`config.mk`:
```
export PLATFORM = sky130hd
export DESIGN_NAME = atcd_ctrl
export DESIGN_NICKNAME = d
export VERILOG_FILES = /design/src/rtl/atcd_pkg.sv /design/src/rtl/atcd_ctrl.sv
export SDC_FILE = /design/constraint.sdc
export NUM_CORES = 1
export LEC_CHECK = 0
export BUFFER_PORTS_ARGS = -buffer_cell sky130_fd_sc_hd__clkbuf_2
export CAP_MARGIN = 10
export CORE_AREA = 2 2 39 41
export CTS_CLUSTER_SIZE = 20
export DETAILED_ROUTE_END_ITERATION = 16
export DIE_AREA = 0 0 41 43
export PLACE_DENSITY = 0.66
export SETUP_SLACK_MARGIN = 0.2
export SLEW_MARGIN = 20
export SYNTH_ARGS = -nofsm -noshare
export SYNTH_HDL_FRONTEND = slang
export SYNTH_SLANG_ARGS = --single-unit
```
`constraint.sdc`:
```
create_clock -name clock -period 1.9 [get_ports clock]
set_input_delay 0.19 -clock clock [delete_from_list [all_inputs] [get_ports clock]]
set_output_delay 0.19 -clock clock [all_outputs]
set_load 0.02 [all_outputs]
```
`src/rtl/atcd_pkg.sv`:
```
// Shared types and constants for the alarm tone cadence detector.
// No dependencies; imported by every module of the block.
`default_nettype none
package atcd_pkg;

   localparam int unsigned DivWidth  = 40;
   localparam int unsigned DivCntW   = 6;

   localparam logic [31:0] FloorResetQ16 = 32'd1966080;
   localparam logic [31:0] FloorMinQ16   = 32'd786432;
   localparam logic [10:0] AlphaDownQ16  = 11'd1311;
   localparam logic [7:0]  AlphaUpQ16    = 8'd197;
   localparam logic [2:0]  ToneIntegMax  = 3'd5;
   localparam logic [2:0]  ToneOnLevel   = 3'd3;
   localparam logic [31:0] BurstMinMs    = 32'd280;
   localparam logic [31:0] BurstMaxMs    = 32'd850;
   localparam logic [31:0] GapMinMs      = 32'd220;
   localparam logic [31:0] GapMaxMs      = 32'd850;
   localparam logic [31:0] ConfirmMs     = 32'd900;
   localparam logic [31:0] DriftMaxQ8    = 32'd153600;
   localparam logic [14:0] SmokeLowHz    = 15'd2800;
   localparam logic [14:0] SmokeHighHz   = 15'd3300;
   localparam logic [2:0]  DropoutLimit  = 3'd5;
   localparam logic [2:0]  CoBursts      = 3'd3;
   localparam logic [2:0]  BurstsRestart = 3'd4;
   localparam logic [15:0] PatDivisor    = 16'd100;
   // blend divide by 100: drop two bits, then multiply by ceil(2^34 / 25)
   localparam logic [29:0] PatRecip      = 30'd687194768;

   localparam logic [2:0] RegMinRms      = 3'd0;
   localparam logic [2:0] RegMinRatio    = 3'd1;
   localparam logic [2:0] RegSmokeRms    = 3'd2;
   localparam logic [2:0] RegSmokeRatio  = 3'd3;
   localparam logic [2:0] RegSmokeFrames = 3'd4;
   localparam logic [2:0] RegCooldown    = 3'd5;
   localparam logic [2:0] RegCoLow       = 3'd6;
   localparam logic [2:0] RegCoHigh      = 3'd7;

   typedef enum logic [6:0] {
      ST_IDLE   = 7'b0000001,
      ST_EVAL   = 7'b0000010,
      ST_ENDCHK = 7'b0000100,
      ST_DIVF   = 7'b0001000,
      ST_FAPPLY = 7'b0010000,
      ST_BLEND  = 7'b0100000,
      ST_FINISH = 7'b1000000
   } state_type;

   typedef struct packed {
      logic load;
      logic eval;
      logic div_start;
      logic blend_load;
      logic fapply;
      logic papply;
      logic finish;
   } cmd_type;

   typedef struct packed {
      logic end_pend;
      logic div_idle;
      logic blend_go;
      logic out_free;
   } status_type;

endpackage
`default_nettype wire

```
`src/rtl/atcd_ctrl.sv`:
```
// Sequencer for one frame: evaluate, divide, blend, deliver.
// Depends on atcd_pkg.
`default_nettype none
module atcd_ctrl
   import atcd_pkg::*;
(
   input  wire logic       clock,
   input  wire logic       reset,
   input  wire logic       req_valid,
   output logic            req_ready,
   input  wire status_type st,
   output cmd_type         cmd
);
   state_type state_ff, state_in;

   always_comb begin
      state_in = state_ff;
      cmd      = '0;
      unique case (state_ff)
         ST_IDLE: begin
            cmd.load = req_valid;
            if (req_valid) state_in = ST_EVAL;
         end
         ST_EVAL: begin
            cmd.eval = 1'b1;
            state_in = ST_ENDCHK;
         end
         ST_ENDCHK: begin
            if (st.end_pend) begin
               cmd.div_start = 1'b1;
               state_in      = ST_DIVF;
            end else begin
               state_in = ST_FINISH;
            end
         end
         ST_DIVF: begin
            if (st.div_idle) state_in = ST_FAPPLY;
         end
         ST_FAPPLY: begin
            cmd.fapply = 1'b1;
            if (st.blend_go) begin
               cmd.blend_load = 1'b1;
               state_in       = ST_BLEND;
            end else begin
               state_in = ST_FINISH;
            end
         end
         ST_BLEND: begin
            cmd.papply = 1'b1;
            state_in   = ST_FINISH;
         end
         ST_FINISH: begin
            if (st.out_free) begin
               cmd.finish = 1'b1;
               state_in   = ST_IDLE;
            end
         end
         default: state_in = ST_IDLE;
      endcase
   end

   always_ff @(posedge clock) begin
      if (reset) state_ff <= ST_IDLE;
      else       state_ff <= state_in;
   end

   assign req_ready = (state_ff == ST_IDLE);
endmodule
`default_nettype wire
```
==> flow_metrics.tcl, run 1 <==
set metrics [dict create \
    rrSetupSlack_ns 0.44 \
    switching_share_pct 26.6 \
    slew_headroom_pct 71.8 \
    grt_util_met3_pct 1.57 \
    grt_usage_pct 14.4 \
    tns_ns 0 \
    antenna_found_initial 0 \
    grt_pass1_wl_um 1700 \
    fmax_mhz 555 \
    seqPwrFrac_pct 44.7 \
    grt_start_max_net_pins 11 \
    io_pins 15 \
    cts_root_buffer "clkbuf_4" \
    hold_ws_ns 0.197 \
    h-tree-depth 1 \
    syn2layout_area_growth_pct 36.3 \
    cts_tree "built" \
    row_count 14 \
    synth_area_um2 465 \
    ys_warn_count 0 \
    power.total_uw 350 \
    drv_cap 0 \
    dieArea_mm2 0.00176 \
    tightest_slew_ns 0.423 \
    num_vias 505 \
    initial_utilization_pct 33.6 \
    globalRouteMet2Util_pct 22.5 \
    peakVddDrop_v 0.000272 \
    finalMaxSlewViolations 0 \
    via_per_inst 5.43 \
    postCtsHoldBufs 0 \
    coreArea_mm2 0.00138 \
    synth.avg_cell_area_um2 7.89 \
    worstSetupPathType "reg2out" \
    crit_arrival_ns 1.61 \
    final_area_um2 634 \
    worstHoldPathType "in2reg" \
    clock_latency_ns 0.25 \
    final_antenna_net_count 0 \
    final_cell_mix "clkbuf_2, nor2_1, buf_4" \
    hold_viol 0 \
    synth-seq-cells 7 \
    port_buffers 14 \
    leakage_uw 0.000264 \
    post-route-period-util_pct 94.9 \
    diodes 0 \
    largest_reg_flops 7 \
    layout_commonest_cell "clkbuf_2" \
    die_w_um 41 \
    wl_per_cell_um 12.7 \
    status "complete, no violations" \
    startpoint_type "register" \
    cp.required_ns 1.71 \
    dp_hpwl_um 786 \
    grt_overflow 0 \
    finClkSkew_ns 0.00157 \
    path_max_fanout 8 \
    p_per_area_mw_per_mm2 551 \
    cts_buffer_depth 2 \
    synth_cell_type_count 30 \
    fp.dieH_um 43 \
    busiest_layer "met2" \
    netlist_instances 59 \
    dpl.cell_count 86 \
    drcViolationCount 0 \
    drt_iter0_markers 19 \
    rsz0062_at_grt "yes" \
    clk_pin_slew_ns 0.05 \
    grt_pass1_vias 431 \
    placed_cell_area_um2 546 \
    p_clk_share_pct 38.9 \
    period_minus_slack_ns 1.80 \
    drive_gt1_share_pct 39.0 \
    numCtsBuffers 3 \
    drt_wl_total_um 1180 \
    grtUsageMet1_pct 16.1 \
    firstDrtPassIters 4 \
    nNetsFinal 85 \
    power_switching_uw 93.2 \
    p_int_uw 257 \
    top_regs "state_ff (7)" \
    synth_seq_area_share_pct 30.1 \
    cp-end-kind "output pin" \
    setup_viol 0 \
    fin_cells 93 \
    globalplace.congestion 0.770 \
    regMostFlops "state_ff" \
    clock-sinks 7 \
    synth_fp_nets 66 \
    pwr-share-comb_pct 16.5 \
]
critical path: stages, from the launching register on:
cell     delay, ns
dfxtp_2       0.35
or4_4         0.56
nor4b_2       0.27
buf_4         0.18
synth_stat cells (all sizes together):
library cell,count,share of area [%]
nand2b,3,4.0
o32a,1,2.2
nand3,1,1.1
nor4b,3,5.6
inv,2,1.6
a21oi,2,2.2
o32ai,1,1.9
and3,1,1.3
or4,1,2.4
o21ai,1,1.1
nand2,4,3.2
o211ai,2,3.2
dfxtp,7,30
nor2,9,7.3
nor2b,1,1.3
xor2,1,1.9
nor3,4,6.7
nand3b,1,1.6
nor4,3,4.0
o21a,1,1.6
and2b,1,1.6
nand4,1,1.3
mux2i,1,2.2
and2,1,1.9
clkbuf,2,1.6
buf,2,3.5
a22oi,1,1.6
and4,1,1.9
metal layers:
| metal | part of all wire [%] | up-vias | routed length (µm) |
|---|---|---|---|
| met5 | 0 | - | 0 |
| met4 | 3.0 | 0 | 35 |
| met3 | 1.9 | 4 | 22 |
| met2 | 50 | 14 | 593 |
| met1 | 45 | 236 | 530 |
| li1 | - | 251 | - |
power groups by stage:
stage | logic [µW] | registers [µW] | clock network (µW)
6_report | 57.6 | 156 | 136
5_1_grt | 62.0 | 157 | 150
4_1_cts | 50.8 | 155 | 136
3_5_place_dp | 48.6 | 160 | 0
3_3_place_gp | 48.9 | 159 | 0
2_1_floorplan | 36.2 | 157 | 0
stage by stage:
stage          setup slack [ns]  util (%)
6_report                 0.0971      45.8
5_1_grt                  0.0562      45.8
4_1_cts                  0.0718      44.7
3_5_place_dp              0.274      39.4
3_3_place_gp              0.291      39.4
2_1_floorplan             0.238         -
layout make-up:
class                           count  area [µm²]
Sequential cell                     7         148
Timing Repair Buffer               18         118
Fill cell                         143         749
Tap cell                           16        20.0
Clock buffer                        4        26.3
Inverter                            2        7.51
Multi-Input combinational cell     46         315
kinds of logic after synthesis:
kind of cell              Yosys count  share of synthesized area, %
AOI/OAI and AO/OA                   9                          13.7
xor gates and xnor gates            1                          1.88
buffers and inverters               6                          6.72
DFF                                 7                          30.1
muxes                               1                          2.15
and+or+nand+nor                    35                          45.4
worst paths after layout:
kind / start / cells past startpoint / end
min reg2reg: state_ff[1] / 2 / state_ff[2]
max reg2reg: state_ff[6] / 4 / state_ff[0]
min: reset / 2 / state_ff[3]
max: state_ff[1] / 3 / cmd[1]
what timing repair did:
item	4_1_cts	5_1_grt
resized for setup	7	7
setup endpoints to repair	6	6
cloned	0	0
pin swaps	2	2
buffers inserted	2	1
(Power assumes the default switching activity.)
==> inputs of run 2 (changes only) <==
- REMOVE_ABC_BUFFERS: default -> 1
==> run 2 against run 1 <==
  * Sequential share of layout area is 0.066 points higher
  * Core utilization down 0.90 points
  * Routed wire length shrank 7.2%
  * Via count shrank 0.79%
  * Non-clock buffer count decreased by 1
  * Register-to-register slack lost 0.05 ns
  * Count of clock-buffer cells in the layout stayed put
  * Maximum frequency shrank 0.54%
  * Combinational power down 11%
  * Die area stayed put
  * Highest routed layer unchanged
==> flow_metrics.tcl, run 2 (synthesis gave the netlist of run 1 again) <==
set metrics [dict create \
    status "complete, no violations" \
    worstHoldPathType "in2reg" \
    worstHoldPathCells 2 \
    drcViolationCount 0 \
    clk_pin_slew_ns 0.05 \
    worst_path_dominant_cell_family "simple AND/OR/NAND/NOR gates" \
    final_antenna_net_count 0 \
    grt_start_max_net_pins 11 \
    diodes 0 \
    via_per_inst 5.45 \
    globalplace.congestion 0.767 \
    firstDrtPassIters 4 \
    switching_share_pct 26.3 \
    hold_path_end "state_ff[3]" \
    fmax_mhz 552 \
    fp.dieH_um 43 \
    crit_chain "or4_4 > nor4b_4 > buf_4" \
    h-tree-depth 1 \
    power_switching_uw 89.5 \
    cpPeakStageDelay_ns 0.58 \
    top_regs "state_ff (7)" \
    regMostFlops "state_ff" \
    cts_buffer_depth 2 \
    path_max_fanout 5 \
    placed_cell_area_um2 539 \
    coreArea_mm2 0.00138 \
    cp.required_ns 1.71 \
    finalMaxSlewViolations 0 \
    clock-sinks 7 \
    p_per_area_mw_per_mm2 547 \
    final_cell_mix "clkbuf_2, nor2_1, buf_4, dfxtp_1, nand2_1" \
    slowest_stage "or4_4" \
    drive_gt1_share_pct 35.5 \
    postCtsHoldBufs 0 \
    num_vias 501 \
    cts_root_buffer "clkbuf_4" \
    initial_utilization_pct 33.6 \
    grt_pass1_vias 368 \
    clock_latency_ns 0.25 \
    drv_cap 0 \
    grt_overflow 0 \
    cp-end-kind "output pin" \
    startpoint_type "register" \
    finClkSkew_ns 0.00227 \
    largest_reg_flops 7 \
    reg2regPathDepth 5 \
    hold_viol 0 \
    fill_cells 136 \
    dp_hpwl_um 821 \
    worstSetupPathType "reg2out" \
    setup_viol 0 \
    nNetsFinal 84 \
    grt_usage_pct 12.8 \
    hold_start "reset" \
    post-route-period-util_pct 95.4 \
    tns_ns 0 \
    seqPwrFrac_pct 45.8 \
    pwr-share-comb_pct 15.0 \
    cts_tree "built" \
    io_pins 15 \
    p_int_uw 251 \
    rsz0062_at_grt "yes" \
    numCtsBuffers 3 \
    worst-path-buf-inv 1 \
    peakVddDrop_v 0.000260 \
    antenna_found_initial 0 \
    wl_per_cell_um 11.9 \
    tightest_slew_ns 0.460 \
    hold_ws_ns 0.215 \
    reg2reg_from "state_ff[2]" \
    drt_iter0_markers 25 \
    dieArea_mm2 0.00176 \
    rrSetupSlack_ns 0.39 \
    crit_arrival_ns 1.62 \
    leakage_uw 0.000252 \
    period_minus_slack_ns 1.81 \
    syn2layout_area_growth_pct 33.6 \
    slew_headroom_pct 69.3 \
    row_count 14 \
    drt_wl_total_um 1100 \
    r2r_end "state_ff[5]" \
    port_buffers 14 \
    grt_pass1_wl_um 1560 \
    p_clk_share_pct 39.2 \
    final_area_um2 622 \
    die_w_um 41 \
    layout_commonest_cell "clkbuf_2" \
]
[run 2: timing repair]
action                     in CTS  in global routing
setup endpoints to repair       6                  8
gates resized for setup         7                  6
pin swaps                       3                  0
setup buffers                   1                  1
[run 2: worst max-delay path by stage]
stage,cells past startpoint,from,to
6_report,3,state_ff[2],cmd[1]
3_5_place_dp,3,state_ff[0],cmd[1]
5_1_grt,3,state_ff[2],cmd[1]
2_1_floorplan,2,state_ff[0],cmd[1]
4_1_cts,3,state_ff[2],cmd[1]
3_3_place_gp,3,state_ff[0],cmd[1]
[run 2: area by class of cell]
type	count	area (µm²)	share of cell area [%]
clock buffers	4	26.3	4.23
inverters	2	7.51	1.21
multi-input cells	46	315	50.7
flip-flops and latches	7	145	23.3
well taps	16	20.0	3.22
repair buffers	17	108	17.3
[run 2: per-stage QoR]
step	utilization, %	instances	setup slack [ns]	total power, µW
detailed placement	39.0	86	0.261	209
floorplan	-	55	0.0138	189
global route	44.9	92	0.0657	355
finish	44.9	92	0.0873	340
CTS	43.0	91	0.0663	344
global placement	39.0	86	0.281	208
[run 2: power groups by stage]
stage,clock (µW),combinational (µW),sequential [µW]
floorplan,0,31.0,158
global placement,0,48.7,159
detailed placement,0,48.8,160
CTS,138,49.9,156
global route,144,55.2,156
finish,133,51.1,156
[run 2: routing by layer]
| layer | wire length, µm | global-route usage (%) |
|---|---|---|
| met5 | 0 | 0 |
| met4 | 12 | 8.00 |
| met3 | 63 | 1.57 |
| met2 | 544 | 18.1 |
| met1 | 477 | 17.5 |
==> inputs of run 3 (changes only) <==
- CELL_PAD_IN_SITES_DETAIL_PLACEMENT: default -> 1
- CELL_PAD_IN_SITES_GLOBAL_PLACEMENT: default -> 1
- CORE_AREA: 2 2 39 41 -> default
- CORE_UTILIZATION: default -> 33
- DIE_AREA: 0 0 41 43 -> default
- GPL_TIMING_DRIVEN: default -> 0
- PLACE_DENSITY: 0.66 -> 0.81
==> run 3 against run 2 <==
  * Via count shrank 4.2%
  * Register-to-register slack gained 0.14 ns
  * Total power grew 0.96%
  * Die area shrank 11%
  * Sequential cell count is the same
  * Maximum frequency grew 2.1%
  * Setup slack gained 0.037 ns
  * Global-route usage grew 5.3 points
  * Sequential power shrank 3%
  * Combinational power grew 18%
==> flow_metrics.tcl, run 3 (synthesis gave the netlist of run 1 again) <==
set metrics [dict create \
    crit_start "state_ff[1]" \
    p_per_area_mw_per_mm2 551 \
    cts_root_buffer "clkbuf_4" \
    cp-end-kind "output pin" \
    reg2reg_from "state_ff[1]" \
    slowest_stage "or4_4" \
    wl_per_cell_um 13.0 \
    diodes 0 \
    final_antenna_net_count 0 \
    cts_buffer_depth 2 \
    nNetsFinal 83 \
    clock_latency_ns 0.24 \
    drt_wl_total_um 1170 \
    peakVddDrop_v 0.000311 \
    crit_arrival_ns 1.59 \
    rsz0062_at_grt "yes" \
    num_vias 480 \
    worst_slack_ns 0.124 \
    initial_utilization_pct 35.8 \
    largest_reg_flops 7 \
    cts_tree "built" \
    grt_overflow 0 \
    antenna_found_initial 0 \
    fmax_mhz 563 \
    worst-path-buf-inv 1 \
    dr.max_layer_used "met4" \
    cp_num_cells 4 \
    r2r_end "state_ff[5]" \
    place_ws_ns 0.256 \
    finClkSkew_ns 0.00131 \
    leakage_uw 0.000253 \
    drive_gt1_share_pct 40.0 \
    globalplace.congestion 0.797 \
    final_cell_mix "clkbuf_2, nor2_1, nand2_1" \
    worstHoldPathType "in2reg" \
    grt_pass1_vias 420 \
    setup_viol 0 \
    fp.dieH_um 39.6 \
    firstDrtPassIters 4 \
    hold_ws_ns 0.201 \
    numCtsBuffers 3 \
    dieArea_mm2 0.00156 \
    cpPeakStageDelay_ns 0.57 \
    regMostFlops "state_ff" \
    layout_commonest_cell "clkbuf_2" \
    syn2layout_area_growth_pct 34.1 \
    period_minus_slack_ns 1.78 \
    power.total_uw 344 \
    coreArea_mm2 0.00130 \
    wl_met2_um 573 \
    h-tree-depth 1 \
    clk_pin_slew_ns 0.05 \
    post-route-period-util_pct 93.5 \
    top_regs "state_ff (7)" \
    port_buffers 14 \
    drv_cap 0 \
    row_count 13 \
    io_pins 15 \
    clock-sinks 7 \
    tns_ns 0 \
    met1_length_um 553 \
    reg2regPathDepth 4 \
    path_max_fanout 3 \
    status "complete, no violations" \
    rrSetupSlack_ns 0.53 \
    drcViolationCount 0 \
    dp_hpwl_um 859 \
    startpoint_type "register" \
    cp.required_ns 1.71 \
    drt_iter0_markers 1 \
    via_per_inst 5.33 \
    crit_chain "or4_4 > nor3_4 > and2_4 > clkbuf_8" \
    worstHoldPathCells 2 \
    grt_pass1_wl_um 1840 \
    die_w_um 39.6 \
    finalMaxSlewViolations 0 \
    worstSetupPathType "reg2out" \
    worstSetupEndpoint "cmd[3]" \
    wl_met3_um 32 \
    tightest_slew_ns 0.415 \
    grt_usage_pct 18.0 \
    worst_path_dominant_cell_family "simple AND/OR/NAND/NOR gates" \
    hold_viol 0 \
    slew_headroom_pct 72.3 \
    grt_start_max_net_pins 11 \
]
run 3: changes by cell type in the layout (fill, tap and decap cells not counted), moves of 2 or more:
cell,previous run,this run
dfxtp_1,5,2
buf_4,5,3
dfxtp_4,1,3
buf_2,0,2
run 3: repair_timing:
action	4_1_cts	5_1_grt
endpoints found under the setup margin	6	6
hold buffers	0	0
pin swaps	4	2
gates resized for setup	10	8
setup buffers	2	0
run 3: worst min path at each step:
stage / startpoint / end / slack, ns
2_1_floorplan: reset / state_ff[3] / 0.27
3_3_place_gp: reset / state_ff[3] / 0.46
3_5_place_dp: reset / state_ff[3] / 0.46
4_1_cts: reset / state_ff[3] / 0.20
5_1_grt: st[2] / state_ff[3] / 0.23
6_report: reset / state_ff[3] / 0.20
run 3: layout make-up:
type | instances | area, µm²
timing repair buffer | 16 | 96.3
inverter | 2 | 7.51
clock buffer | 4 | 26.3
tap | 15 | 18.8
multi-input combinational | 46 | 322
fill | 173 | 677
sequential | 7 | 154
run 3: where the power goes:
| part | total [µW] | internal [µW] | switching, µW | leakage [µW] |
|---|---|---|---|---|
| logic | 60.4 | 25.6 | 34.8 | 0.000178 |
| registers | 151 | 148 | 2.84 | 0.0000594 |
| clock network | 132 | 80.0 | 52.1 | 0.0000150 |
| total | 344 | 254 | 89.7 | 0.000253 |
run 3: metrics by stage:
step	area [µm²]	instances	utilization [%]
after floorplan	442	55	-
after global placement	531	84	40.8
after detailed placement	531	84	40.8
after CTS	604	90	46.4
after global routing	624	90	48.0
final	624	90	48.0
run 3: metal layers:
layer / global-route usage, % / vias to the layer above
met1: 22.6 / 222
met5: 0 / -
met4: 10.3 / 0
met2: 28.3 / 8
li1: - / 248
met3: 3.41 / 2
